### config.mk
export PLATFORM = sky130hd
export DESIGN_NAME = page_range_free_list_allocator_top
export DESIGN_NICKNAME = d
export VERILOG_FILES = /design/src/rtl/pfla_pkg.sv /design/src/rtl/pfla_ram.sv /design/src/rtl/pfla_dp.sv /design/src/rtl/pfla_ctrl.sv /design/src/rtl/page_range_free_list_allocator_top.sv
export SDC_FILE = /design/constraint.sdc
export NUM_CORES = 2
export LEC_CHECK = 0
export BUFFER_PORTS_ARGS = -buffer_cell sky130_fd_sc_hd__buf_2
export CAP_MARGIN = 0
export CORE_MARGIN = 2
export CORE_UTILIZATION = 55
export DETAILED_ROUTE_END_ITERATION = 12
export GPL_TIMING_DRIVEN = 1
export PLACE_DENSITY = 0.78
export REMOVE_ABC_BUFFERS = 1
export SYNTH_ARGS = -nofsm -noshare
export SYNTH_HDL_FRONTEND = slang
export SYNTH_HIERARCHICAL = 1
export SYNTH_SLANG_ARGS = --single-unit
### constraint.sdc
create_clock -name clk -period 25.3 [get_ports clk]
set_input_delay 6.325 -clock clk [delete_from_list [all_inputs] [get_ports clk]]
set_output_delay 6.325 -clock clk [all_outputs]
set_load 0.05 [all_outputs]
### src/rtl/pfla_pkg.sv
// ----------------------------------------------------------------------------
// pfla_pkg
// Types, codes and command set of the page range free list allocator.
// ----------------------------------------------------------------------------
package pfla_pkg;

    // Internal page width: sums of a start page and a count need 22 bits.
    localparam int PW = 22;

    localparam logic [1:0] OP_ALLOC = 2'd0;
    localparam logic [1:0] OP_FREE  = 2'd1;
    localparam logic [1:0] OP_INIT  = 2'd2;

    localparam logic [1:0] ST_OK    = 2'd0;
    localparam logic [1:0] ST_NOFIT = 2'd1;
    localparam logic [1:0] ST_FULL  = 2'd2;

    localparam logic [1:0] CFG_FIRST_FREE = 2'd0;
    localparam logic [1:0] CFG_IO_BASE    = 2'd1;
    localparam logic [1:0] CFG_IO_COUNT   = 2'd2;
    localparam logic [1:0] CFG_LIMIT      = 2'd3;

    typedef struct packed {
        logic [1:0]  op;
        logic [19:0] base_page;
        logic [20:0] page_count;
    } req_t;

    typedef struct packed {
        logic [19:0] result_page;
        logic [1:0]  status;
    } rsp_t;

    // One free range: first page and exclusive last page.
    typedef struct packed {
        logic [PW-1:0] first;
        logic [PW-1:0] last;
    } entry_t;

    typedef enum logic [4:0] {
        CMD_NONE,
        CMD_LOAD,
        CMD_INIT_A,
        CMD_INIT_B,
        CMD_READ_I,
        CMD_SCAN_NEXT,
        CMD_ALLOC_HIT,
        CMD_NOFIT,
        CMD_FIND_NEXT,
        CMD_FIND_STOP,
        CMD_JOIN_BOTH,
        CMD_JOIN_PRED,
        CMD_JOIN_SUCC,
        CMD_FULL,
        CMD_INS_BEGIN,
        CMD_READ_KM1,
        CMD_INS_MOVE,
        CMD_INS_PUT,
        CMD_READ_KP1,
        CMD_RM_MOVE,
        CMD_RM_END,
        CMD_EMIT
    } dp_cmd_t;

    typedef struct packed {
        logic [1:0] op;
        logic       i_at_end;
        logic       fit;
        logic       exact;
        logic       lt_lo;
        logic       empty_rng;
        logic       overlap;
        logic       join_pred;
        logic       join_succ;
        logic       full;
        logic       rm_last;
        logic       ins_last;
    } dp_stat_t;

    typedef enum logic [3:0] {
        S_IDLE,
        S_DISPATCH,
        S_SCAN_RD,
        S_SCAN_CHK,
        S_GB_CHECK,
        S_FIND_RD,
        S_FIND_CHK,
        S_DECIDE,
        S_INS_RD,
        S_INS_WR,
        S_RM_RD,
        S_RM_WR,
        S_GB_DONE,
        S_EMIT
    } state_t;

endpackage

### src/rtl/pfla_ram.sv
// ----------------------------------------------------------------------------
// pfla_ram
// Generic single-write, single-read RAM with registered read data.
// ----------------------------------------------------------------------------
module pfla_ram #(
    parameter int WIDTH = 44,
    parameter int DEPTH = 32
) (
    input  logic                     clk,
    input  logic                     we,
    input  logic [$clog2(DEPTH)-1:0] waddr,
    input  logic [WIDTH-1:0]         wdata,
    input  logic                     re,
    input  logic [$clog2(DEPTH)-1:0] raddr,
    output logic [WIDTH-1:0]         rdata
);

    logic [WIDTH-1:0] mem [DEPTH];
    logic [WIDTH-1:0] rdata_reg;

    // Write port.
    always_ff @(posedge clk)
    begin
        if (we)
        begin
            mem[waddr] <= wdata;
        end
    end

    // Registered read port.
    always_ff @(posedge clk)
    begin
        if (re)
        begin
            rdata_reg <= mem[raddr];
        end
    end

    assign rdata = rdata_reg;

endmodule

### src/rtl/pfla_dp.sv
// ----------------------------------------------------------------------------
// pfla_dp
// Datapath: configuration registers, range table, pointers and result.
// ----------------------------------------------------------------------------
module pfla_dp #(
    parameter int MAX_RANGES = 32
) (
    input  logic              clk,
    input  logic              rst_n,
    input  pfla_pkg::req_t    req,
    input  logic              cfg_we,
    input  logic [1:0]        cfg_index,
    input  logic [20:0]       cfg_data,
    input  pfla_pkg::dp_cmd_t cmd,
    output pfla_pkg::dp_stat_t stat,
    output logic              done,
    output pfla_pkg::rsp_t    rsp
);

    localparam int AW   = $clog2(MAX_RANGES);
    localparam int IDXW = $clog2(MAX_RANGES + 1);
    localparam int PW   = pfla_pkg::PW;

    logic [20:0] first_free_reg, io_base_reg, io_count_reg, limit_reg;
    logic [IDXW-1:0] cnt_reg, cnt_next;
    logic [IDXW-1:0] i_reg, i_next, k_reg, k_next;
    logic [IDXW-1:0] km1, kp1, im1;
    logic [PW-1:0]   lo_reg, lo_next, hi_reg, hi_next;
    logic [1:0]      op_reg, op_next;
    logic [20:0]     count_reg, count_next;
    pfla_pkg::entry_t pred_reg, pred_next, succ_reg, succ_next;
    logic [19:0]     res_reg, res_next;
    logic [1:0]      st_reg, st_next;
    logic            done_reg;
    pfla_pkg::rsp_t  rsp_reg;

    pfla_pkg::entry_t rd_data, wdata;
    logic             we, re;
    logic [AW-1:0]    waddr, raddr;
    logic [PW-1:0]    len;
    logic [IDXW:0]    kp1_wide;

    pfla_ram #(
        .WIDTH ($bits(pfla_pkg::entry_t)),
        .DEPTH (MAX_RANGES)
    ) u_ram (
        .clk   (clk),
        .we    (we),
        .waddr (waddr),
        .wdata (wdata),
        .re    (re),
        .raddr (raddr),
        .rdata (rd_data)
    );

    // Configuration registers.
    always_ff @(posedge clk or negedge rst_n)
    begin
        if (!rst_n)
        begin
            first_free_reg <= '0;
            io_base_reg    <= '0;
            io_count_reg   <= '0;
            limit_reg      <= '0;
        end
        else if (cfg_we)
        begin
            case (cfg_index)
                pfla_pkg::CFG_FIRST_FREE: first_free_reg <= cfg_data;
                pfla_pkg::CFG_IO_BASE:    io_base_reg    <= cfg_data;
                pfla_pkg::CFG_IO_COUNT:   io_count_reg   <= cfg_data;
                pfla_pkg::CFG_LIMIT:      limit_reg      <= cfg_data;
                default:                  limit_reg      <= limit_reg;
            endcase
        end
    end

    // Pointer arithmetic and status flags.
    assign km1      = k_reg - 1'b1;
    assign kp1      = k_reg + 1'b1;
    assign im1      = i_reg - 1'b1;
    assign kp1_wide = {1'b0, k_reg} + 1'b1;
    assign len      = rd_data.last - rd_data.first;

    always_comb
    begin
        stat.op        = op_reg;
        stat.i_at_end  = (i_reg == cnt_reg);
        stat.fit       = (len >= {1'b0, count_reg});
        stat.exact     = (len == {1'b0, count_reg});
        stat.lt_lo     = (rd_data.first < lo_reg);
        stat.empty_rng = (lo_reg >= hi_reg);
        stat.overlap   = ((i_reg != '0) && (pred_reg.last > lo_reg))
                       || ((i_reg != cnt_reg) && (succ_reg.first < hi_reg));
        stat.join_pred = (i_reg != '0) && (pred_reg.last == lo_reg);
        stat.join_succ = (i_reg != cnt_reg) && (succ_reg.first == hi_reg);
        stat.full      = (cnt_reg == IDXW'(MAX_RANGES));
        stat.rm_last   = (kp1_wide >= {1'b0, cnt_reg});
        stat.ins_last  = (k_reg == i_reg);
    end

    // Command decode: next values, table read and write.
    always_comb
    begin
        cnt_next   = cnt_reg;
        i_next     = i_reg;
        k_next     = k_reg;
        lo_next    = lo_reg;
        hi_next    = hi_reg;
        op_next    = op_reg;
        count_next = count_reg;
        pred_next  = pred_reg;
        succ_next  = succ_reg;
        res_next   = res_reg;
        st_next    = st_reg;
        re         = 1'b0;
        raddr      = i_reg[AW-1:0];
        we         = 1'b0;
        waddr      = i_reg[AW-1:0];
        wdata      = '{first: lo_reg, last: hi_reg};
        case (cmd)
            pfla_pkg::CMD_LOAD:
            begin
                op_next    = req.op;
                count_next = req.page_count;
                lo_next    = {2'b00, req.base_page};
                hi_next    = {2'b00, req.base_page} + {1'b0, req.page_count};
                i_next     = '0;
                res_next   = '0;
                st_next    = pfla_pkg::ST_OK;
            end
            pfla_pkg::CMD_INIT_A:
            begin
                cnt_next = '0;
                i_next   = '0;
                lo_next  = {1'b0, first_free_reg};
                hi_next  = {1'b0, io_base_reg};
            end
            pfla_pkg::CMD_INIT_B:
            begin
                i_next  = '0;
                lo_next = {1'b0, io_base_reg} + {1'b0, io_count_reg};
                hi_next = {1'b0, limit_reg};
            end
            pfla_pkg::CMD_READ_I:
            begin
                re = 1'b1;
            end
            pfla_pkg::CMD_SCAN_NEXT:
            begin
                i_next = i_reg + 1'b1;
            end
            pfla_pkg::CMD_ALLOC_HIT:
            begin
                res_next = rd_data.first[19:0];
                k_next   = i_reg;
                we       = !stat.exact;
                wdata    = '{first: rd_data.first + {1'b0, count_reg},
                             last: rd_data.last};
            end
            pfla_pkg::CMD_NOFIT:
            begin
                st_next = pfla_pkg::ST_NOFIT;
            end
            pfla_pkg::CMD_FIND_NEXT:
            begin
                pred_next = rd_data;
                i_next    = i_reg + 1'b1;
            end
            pfla_pkg::CMD_FIND_STOP:
            begin
                succ_next = rd_data;
            end
            pfla_pkg::CMD_JOIN_BOTH:
            begin
                we     = 1'b1;
                waddr  = im1[AW-1:0];
                wdata  = '{first: pred_reg.first, last: succ_reg.last};
                k_next = i_reg;
            end
            pfla_pkg::CMD_JOIN_PRED:
            begin
                we    = 1'b1;
                waddr = im1[AW-1:0];
                wdata = '{first: pred_reg.first, last: hi_reg};
            end
            pfla_pkg::CMD_JOIN_SUCC:
            begin
                we    = 1'b1;
                wdata = '{first: lo_reg, last: succ_reg.last};
            end
            pfla_pkg::CMD_FULL:
            begin
                st_next = pfla_pkg::ST_FULL;
            end
            pfla_pkg::CMD_INS_BEGIN:
            begin
                k_next = cnt_reg;
            end
            pfla_pkg::CMD_READ_KM1:
            begin
                re    = 1'b1;
                raddr = km1[AW-1:0];
            end
            pfla_pkg::CMD_INS_MOVE:
            begin
                we     = 1'b1;
                waddr  = k_reg[AW-1:0];
                wdata  = rd_data;
                k_next = km1;
            end
            pfla_pkg::CMD_INS_PUT:
            begin
                we       = 1'b1;
                cnt_next = cnt_reg + 1'b1;
            end
            pfla_pkg::CMD_READ_KP1:
            begin
                re    = 1'b1;
                raddr = kp1[AW-1:0];
            end
            pfla_pkg::CMD_RM_MOVE:
            begin
                we     = 1'b1;
                waddr  = k_reg[AW-1:0];
                wdata  = rd_data;
                k_next = kp1;
            end
            pfla_pkg::CMD_RM_END:
            begin
                cnt_next = cnt_reg - 1'b1;
            end
            default:
            begin
                re = 1'b0;
            end
        endcase
    end

    // Control registers.
    always_ff @(posedge clk or negedge rst_n)
    begin
        if (!rst_n)
        begin
            cnt_reg  <= '0;
            done_reg <= 1'b0;
        end
        else
        begin
            cnt_reg  <= cnt_next;
            done_reg <= (cmd == pfla_pkg::CMD_EMIT);
        end
    end

    // Payload registers.
    always_ff @(posedge clk)
    begin
        i_reg     <= i_next;
        k_reg     <= k_next;
        lo_reg    <= lo_next;
        hi_reg    <= hi_next;
        op_reg    <= op_next;
        count_reg <= count_next;
        pred_reg  <= pred_next;
        succ_reg  <= succ_next;
        res_reg   <= res_next;
        st_reg    <= st_next;
        if (cmd == pfla_pkg::CMD_EMIT)
        begin
            rsp_reg <= '{result_page: res_reg, status: st_reg};
        end
    end

    assign done = done_reg;
    assign rsp  = rsp_reg;

endmodule

### src/rtl/pfla_ctrl.sv
// ----------------------------------------------------------------------------
// pfla_ctrl
// Controller: sequences scans, merges, inserts and removals of the table.
// ----------------------------------------------------------------------------
module pfla_ctrl (
    input  logic               clk,
    input  logic               rst_n,
    input  logic               start,
    input  pfla_pkg::dp_stat_t stat,
    output pfla_pkg::dp_cmd_t  cmd,
    output logic               busy
);

    pfla_pkg::state_t state_reg, state_next;
    logic             second_reg, second_next;

    // State register; second marks the pending second range of an init.
    always_ff @(posedge clk or negedge rst_n)
    begin
        if (!rst_n)
        begin
            state_reg  <= pfla_pkg::S_IDLE;
            second_reg <= 1'b0;
        end
        else
        begin
            state_reg  <= state_next;
            second_reg <= second_next;
        end
    end

    // Next state and commands.
    always_comb
    begin
        state_next  = state_reg;
        second_next = second_reg;
        cmd         = pfla_pkg::CMD_NONE;
        case (state_reg)
            pfla_pkg::S_IDLE:
            begin
                if (start)
                begin
                    cmd        = pfla_pkg::CMD_LOAD;
                    state_next = pfla_pkg::S_DISPATCH;
                end
            end
            pfla_pkg::S_DISPATCH:
            begin
                case (stat.op)
                    pfla_pkg::OP_ALLOC: state_next = pfla_pkg::S_SCAN_RD;
                    pfla_pkg::OP_FREE:  state_next = pfla_pkg::S_GB_CHECK;
                    pfla_pkg::OP_INIT:
                    begin
                        cmd         = pfla_pkg::CMD_INIT_A;
                        second_next = 1'b1;
                        state_next  = pfla_pkg::S_GB_CHECK;
                    end
                    default:            state_next = pfla_pkg::S_EMIT;
                endcase
            end
            pfla_pkg::S_SCAN_RD:
            begin
                if (stat.i_at_end)
                begin
                    cmd        = pfla_pkg::CMD_NOFIT;
                    state_next = pfla_pkg::S_EMIT;
                end
                else
                begin
                    cmd        = pfla_pkg::CMD_READ_I;
                    state_next = pfla_pkg::S_SCAN_CHK;
                end
            end
            pfla_pkg::S_SCAN_CHK:
            begin
                if (stat.fit)
                begin
                    cmd        = pfla_pkg::CMD_ALLOC_HIT;
                    state_next = stat.exact ? pfla_pkg::S_RM_RD : pfla_pkg::S_EMIT;
                end
                else
                begin
                    cmd        = pfla_pkg::CMD_SCAN_NEXT;
                    state_next = pfla_pkg::S_SCAN_RD;
                end
            end
            pfla_pkg::S_GB_CHECK:
            begin
                state_next = stat.empty_rng ? pfla_pkg::S_GB_DONE : pfla_pkg::S_FIND_RD;
            end
            pfla_pkg::S_FIND_RD:
            begin
                if (stat.i_at_end)
                begin
                    state_next = pfla_pkg::S_DECIDE;
                end
                else
                begin
                    cmd        = pfla_pkg::CMD_READ_I;
                    state_next = pfla_pkg::S_FIND_CHK;
                end
            end
            pfla_pkg::S_FIND_CHK:
            begin
                if (stat.lt_lo)
                begin
                    cmd        = pfla_pkg::CMD_FIND_NEXT;
                    state_next = pfla_pkg::S_FIND_RD;
                end
                else
                begin
                    cmd        = pfla_pkg::CMD_FIND_STOP;
                    state_next = pfla_pkg::S_DECIDE;
                end
            end
            pfla_pkg::S_DECIDE:
            begin
                // Overlap is ignored; otherwise merge, or insert if room.
                if (stat.overlap)
                begin
                    state_next = pfla_pkg::S_GB_DONE;
                end
                else if (stat.join_pred && stat.join_succ)
                begin
                    cmd        = pfla_pkg::CMD_JOIN_BOTH;
                    state_next = pfla_pkg::S_RM_RD;
                end
                else if (stat.join_pred)
                begin
                    cmd        = pfla_pkg::CMD_JOIN_PRED;
                    state_next = pfla_pkg::S_GB_DONE;
                end
                else if (stat.join_succ)
                begin
                    cmd        = pfla_pkg::CMD_JOIN_SUCC;
                    state_next = pfla_pkg::S_GB_DONE;
                end
                else if (stat.full)
                begin
                    cmd        = pfla_pkg::CMD_FULL;
                    state_next = pfla_pkg::S_GB_DONE;
                end
                else
                begin
                    cmd        = pfla_pkg::CMD_INS_BEGIN;
                    state_next = pfla_pkg::S_INS_RD;
                end
            end
            pfla_pkg::S_INS_RD:
            begin
                if (stat.ins_last)
                begin
                    cmd        = pfla_pkg::CMD_INS_PUT;
                    state_next = pfla_pkg::S_GB_DONE;
                end
                else
                begin
                    cmd        = pfla_pkg::CMD_READ_KM1;
                    state_next = pfla_pkg::S_INS_WR;
                end
            end
            pfla_pkg::S_INS_WR:
            begin
                cmd        = pfla_pkg::CMD_INS_MOVE;
                state_next = pfla_pkg::S_INS_RD;
            end
            pfla_pkg::S_RM_RD:
            begin
                if (stat.rm_last)
                begin
                    cmd        = pfla_pkg::CMD_RM_END;
                    state_next = pfla_pkg::S_GB_DONE;
                end
                else
                begin
                    cmd        = pfla_pkg::CMD_READ_KP1;
                    state_next = pfla_pkg::S_RM_WR;
                end
            end
            pfla_pkg::S_RM_WR:
            begin
                cmd        = pfla_pkg::CMD_RM_MOVE;
                state_next = pfla_pkg::S_RM_RD;
            end
            pfla_pkg::S_GB_DONE:
            begin
                if (second_reg)
                begin
                    cmd         = pfla_pkg::CMD_INIT_B;
                    second_next = 1'b0;
                    state_next  = pfla_pkg::S_GB_CHECK;
                end
                else
                begin
                    state_next = pfla_pkg::S_EMIT;
                end
            end
            pfla_pkg::S_EMIT:
            begin
                cmd        = pfla_pkg::CMD_EMIT;
                state_next = pfla_pkg::S_IDLE;
            end
            default:
            begin
                state_next = pfla_pkg::S_IDLE;
            end
        endcase
    end

    assign busy = (state_reg != pfla_pkg::S_IDLE);

endmodule

### src/rtl/page_range_free_list_allocator_top.sv
// ----------------------------------------------------------------------------
// page_range_free_list_allocator_top
// First-fit page range allocator with a coalescing, address-sorted free list.
// ----------------------------------------------------------------------------
// Usage: present a request beat on req and raise start; it is taken at a
// clock edge where start is high and busy is low. busy stays high until the
// request is finished. Exactly one result beat follows each request: done is
// high for one cycle with result_page and status on rsp, and the receiver
// cannot hold it off. A new request may be started in that same cycle.
// Cost: each table entry scanned takes a registered RAM read and then a
// compare, and each entry shifted by an insert or a removal takes a read
// and then a write. Scanned and shifted entries of an allocate or a free
// together never exceed the range count. An init runs two frees back to
// back on a nearly empty table. The single registered table read port
// bounds the speed of each step. Configuration registers are written
// through cfg_we, cfg_index and cfg_data; the user must do so only while
// busy is low, and the block itself does not enforce it.
// Reset empties the table (the count goes to zero) and clears the
// configuration registers; no clearing pass is needed.
// ----------------------------------------------------------------------------
module page_range_free_list_allocator_top #(
    parameter int MAX_RANGES = 32
) (
    input  logic           clk,
    input  logic           rst_n,
    input  logic           start,
    output logic           busy,
    input  pfla_pkg::req_t req,
    output logic           done,
    output pfla_pkg::rsp_t rsp,
    input  logic           cfg_we,
    input  logic [1:0]     cfg_index,
    input  logic [20:0]    cfg_data
);

    pfla_pkg::dp_cmd_t  cmd;
    pfla_pkg::dp_stat_t stat;

    pfla_ctrl u_ctrl (
        .clk   (clk),
        .rst_n (rst_n),
        .start (start),
        .stat  (stat),
        .cmd   (cmd),
        .busy  (busy)
    );

    pfla_dp #(
        .MAX_RANGES (MAX_RANGES)
    ) u_dp (
        .clk       (clk),
        .rst_n     (rst_n),
        .req       (req),
        .cfg_we    (cfg_we),
        .cfg_index (cfg_index),
        .cfg_data  (cfg_data),
        .cmd       (cmd),
        .stat      (stat),
        .done      (done),
        .rsp       (rsp)
    );

endmodule

Word level (Yosys, flattened, before mapping). Memories as Yosys holds them, arrays and structs flattened. A register that Yosys moved wholly into a read port is not among the register bits. Index checks and enable logic that the tools add are counted.

Add/sub/neg operators: 11. Multiplexer cells: 48. Eq/ne operators: 48. $lt $le $gt $ge: 6. Reductions and logical operators: 32.

Operator list (number): $pmux W44 S5 (1); $pmux W22 S3 (2); $pmux W5 S13 (1); $pmux W4 S13 (1); $eq A22 B22 Y1 (2); $lt A22 B22 Y1 (2); $eq A5 B4 Y1 const B (8); $pmux W20 S2 (1); $mux W4 (9); $eq A5 B5 Y1 const B (6); $mux W5 (5); $eq A4 B4 Y1 const B (6); $pmux W6 S4 (1); $add A20 B21 Y22 (1); $add A21 B21 Y22 (1); $add A22 B21 Y22 (1); $eq A22 B21 Y1 (1); $ge A22 B21 Y1 (1); $ge A22 B22 Y1 (1); $gt A22 B22 Y1 (1); $sub A22 B22 Y22 (1); $eq A5 B3 Y1 const B (4); $pmux W5 S2 (2); $add A6 B1 Y6 const B (3); 37 further kinds (83).

Flip-flop bits (word level): 307. Output and inout bits: 24. Input port bits: 70. Logic and storage cells: 168. Memories kept: 1. Memory bits (writable): 1408.

Memories: u_dp.u_ram.mem (words 32, width 44, read ports 1, clocked after Yosys merged registers in 1, write ports 1, RTL line pfla_ram.sv:18) `logic [WIDTH-1:0] mem [DEPTH];`.

Depth between registers and ports, before layout.
Depth in word-level cells: 12. Mapped depth: 37. Gate-level depth less buffers: 33.

Hierarchy. Netlist, hierarchy kept.

By module, submodules not included: pfla_ram (cells each 3090, times used 1, seq. area each 43601.8 µm², area an instance 55988.7 µm²); pfla_dp (cells each 1794, times used 1, seq. area each 8613.3 µm², area an instance 19319.8 µm²); pfla_ctrl (cells each 106, times used 1, seq. area each 125.1 µm², area an instance 738.2 µm²).

Worst setup path before layout. No wires, ideal clock.

Path kind: in2reg. From: in start. To: reg u_dp/pred_reg[0] (netlist bit), enable pin. Setup slack: 12.951 ns. Stages on the path: 8. Library setup time: 0.555 ns. Path buffers: 3. Data required time: 24.745 ns. Data arrival time: 11.794 ns. Cells stage by stage: nor2_1 -> or3_1 -> a21oi_1 -> a2111o_1 -> clkbuf_1 -> clkbuf_1 -> buf_1 -> nor4_1.

Cells in the longest elaborated chain, start to end: 3.

RTL lines: start, declared (RTL line page_range_free_list_allocator_top.sv:26) `input logic start,`; $mux W1 (RTL line pfla_ctrl.sv:41) `if (start)`; $pmux W5 S13 (RTL line pfla_ctrl.sv:38) `case (state_reg)`; net cmd[0] (RTL line page_range_free_list_allocator_top.sv:36) `pfla_pkg::dp_cmd_t cmd;`; $eq A5 B4 Y1 (RTL line pfla_dp.sv:121) `case (cmd)`; end signal, assigned (RTL line pfla_dp.sv:264) `pred_reg <= pred_next;`; end, declared (RTL line pfla_dp.sv:31) `pfla_pkg::entry_t pred_reg, pred_next, succ_reg, succ_next;`.

The timed path passes the listed nets, and every way through them passes these cells. A chain may end at the register's enable or synchronous reset.

Worst setup path in the final report.
From: in start. To: reg u_dp.u_ram.rdata_reg[40] (netlist: u_dp/u_ram/rdata[40]) (read register of u_dp.u_ram.mem), data pin.

Elaborated cells between the ends (all ways): 8. Classes of those cells: eq/ne: 3; mux: 4; reduce/logical: 1.

RTL lines: $mux W1 * (RTL line pfla_ctrl.sv:41); $pmux W5 S13 * (RTL line pfla_ctrl.sv:38); net cmd[0] (RTL line page_range_free_list_allocator_top.sv:36); $eq A5 B5 Y1 / $eq A5 B4 Y1 (equally long branches) (RTL line pfla_dp.sv:121); $pmux W5 S2 * (RTL line pfla_dp.sv:121); net u_dp.raddr[2] (RTL line pfla_dp.sv:39) `logic [AW-1:0] waddr, raddr;`; end, declared (RTL line pfla_ram.sv:19) `logic [WIDTH-1:0] rdata_reg;`.

The timed path passes the listed nets; every way through them passes the cells marked *.

==> metrics <==
outcome complete, no violations; Top reg by flops u_dp/u_ram/mem; MaxCap Viol Count 0; sequential area share after synthesis 68.83%; Crit path arrival time 12450 ps; RD Place Congestion 0.9367; TNS Setup 0 ps; # setup viols final 0; clock buffer depth 3; multi-input logic area 0.02225 mm²; clk_lat worst skew 810 ps; Filler cells 9603; Mean Syn Cell Area 15.24 µm²; Startpoint Class primary input; Routed WL 196700 µm; area occupied by registers 0.05234 mm²; Worst-Margin Slew 1387 ps; CTS tree yes; Syn Inst Count 4990; Top delay family on crit path buffers and inverters; most numerous cell on the critical path buf_4; DP HPWL 108100 µm; Critical Path Max Stage Delay 830 ps; fraction of layout cells with a size suffix above 1 11.68%; ys async rst share 5.458%; Slew Viols, Final 0; max reg flops 1408; FF+latch count, synth 1759; hold buffer count at cts 0; Slowest-stage cell, CP buf_4; critical-path cell list buf_2 > nor2_1 > or3_1 > a21oi_1 > a2111o_1 > buf_4 > inv_1 > nand2_1 > nor2_1 > nor2_1 > a22o_1 > nor2b_4 > buf_4 > buf_4 > buf_4 > a22o_1 > nor3_1 > a31oi_1 > nand3_1; Hold Crit Class reg2reg; Clk pin slew, worst setup/hold paths 60 ps; routed vias/inst 6.507; initial antenna violation count 8; clk sinks 1759; Routed Antenna Nets 0; die height 375.8 µm; Layout area overhead 10.53%; drt pass-1 iters 6; Critical path buffers and inverters 6; Chip Width 375.8 µm; clk root buf clkbuf_16; Via Count 45740; initial DRC count 6303; Global Route Usage Sum 27.41%; largest net degree at the start of global routing 145; ys flop type edfxtp_1; Initial Utilization 55.38%; CP max FO 61; H-tree depth 4; most frequent cells in the layout edfxtp_1 (1663), mux2i_1 (714), a21oi_1 (249); PortBufs 93; Core ar. 0.1373 mm²; most common cell after layout, fill and taps aside edfxtp_1; vias in the first global route 44040; clk_skew 33.40 ps; final period utilization 47.14%; drt drc 0; Num CTS Buffers 169; drt wl/cell 27.98 µm; relative slew slack 7.553%; EDFF count, synth 1663; Final min period 11930 ps; final net count 5375; WS Path Type in2reg; pwr/cell area 142.3 mW/mm²; fin util 61.21%; first-pass GRT wire length 285400 µm; fmax 0.08385 GHz; Post-CTS Setup Inserts 0; Yosys warning count 6; Die ar. 0.1413 mm²; RSZ-0062 raised after global routing no; Yosys cell types 90; GRT overflow 0; final hold vios 0; final hold slack 418.4 ps; I/O pin count 94; maximum vdd drop 0.1195 mV; crit path capture type flop; post-synthesis cell area 0.07605 mm²; Pleak 30.12 nW; Post-CTS Resized 0; row cnt 136; CP Data Required Time 25830 ps
area by class of cell:
| cell class | count | share of cell area, % |
|---|---|---|
| diodes | 5 | 0.01489 |
| clock buffers | 196 | 5.214 |
| clock inverters | 111 | 1.273 |
| inverters | 148 | 0.6609 |
| multi-input cells | 2832 | 26.47 |
| flip-flops and latches | 1759 | 62.27 |
| well taps | 1794 | 2.670 |
| repair buffers | 184 | 1.429 |
synthesized netlist by cell type, drive strengths merged, types with 92 or more instances:
master,count,area share [%]
clkbuf,113,0.58
nor2,160,0.79
a21oi,252,1.7
dfrtp,96,3.2
a22oi,167,1.6
buf,138,1.2
nand3,167,1.1
mux2i,714,9.4
a22o,92,1.1
nand2,209,1.0
ha,206,3.4
inv,148,0.73
edfxtp,1663,66
o21ai,112,0.74
routing by layer:
metal	global-route usage (%)	vias to the layer above	wire (µm)
met1	37.78	22780	76410
li1	-	19700	-
met4	10.38	2	7159
met2	43.53	2866	91450
met5	0	-	10
met3	5.197	397	21630
kinds of logic (layout without fill, tap and decap cells):
kind of cell	count (synthesis)	after routing	synth area share [%]
flip-flops	1759	1759	68.83
AO/OA/AOI/OAI	936	936	8.417
multiplexers	798	798	10.64
AND/OR/NAND/NOR	792	792	5.035
buffers and inverters	399	639	2.465
adder cells (fa/ha/maj)	211	211	3.521
XOR/XNOR	95	95	1.094
other	0	5	0
metrics by stage:
stage | setup slack (ps) | std cells | cell area (µm²) | total power, mW
global placement | 12940 | 6716 | 78580 | 9.241
finish | 13370 | 7029 | 84060 | 11.96
floorplan | -34770 | 4739 | 74730 | 9.403
detailed placement | 12800 | 6716 | 78580 | 9.379
global route | 13230 | 7027 | 84050 | 12.44
CTS | 13610 | 7023 | 84040 | 11.87
where the power goes:
group / internal [mW] / switching (mW)
logic: 1.50 / 3.18
clock network: 1.40 / 1.09
registers: 4.47 / 0.315
total: 7.37 / 4.59
worst paths after layout:
path | from | to | depth (start not counted) | slack [ps]
setup / recovery | start | u_dp/u_ram/rdata[40]$_DFFE_PP_ | 19 | 13370
hold / removal | u_dp/res_reg[6]$_SDFFCE_PN0P_ | u_dp/rsp[8]$_DFFE_PP_ | 0 | 420
setup reg to reg | u_dp/u_ram/rdata[23]$_DFFE_PP_ | u_dp/u_ram/rdata[40]$_DFFE_PP_ | 35 | 14640
hold reg to reg | u_dp/res_reg[6]$_SDFFCE_PN0P_ | u_dp/rsp[8]$_DFFE_PP_ | 0 | 420
max in group asynchronous | rst_n | u_dp/io_base_reg[18]$_DFFE_PN0P_ | 2 | 18690
min in group asynchronous | rst_n | u_dp/cnt_reg[5]$_DFFE_PN0P_ | 1 | 5520
Note: power is estimated with default switching activity, not from simulation.
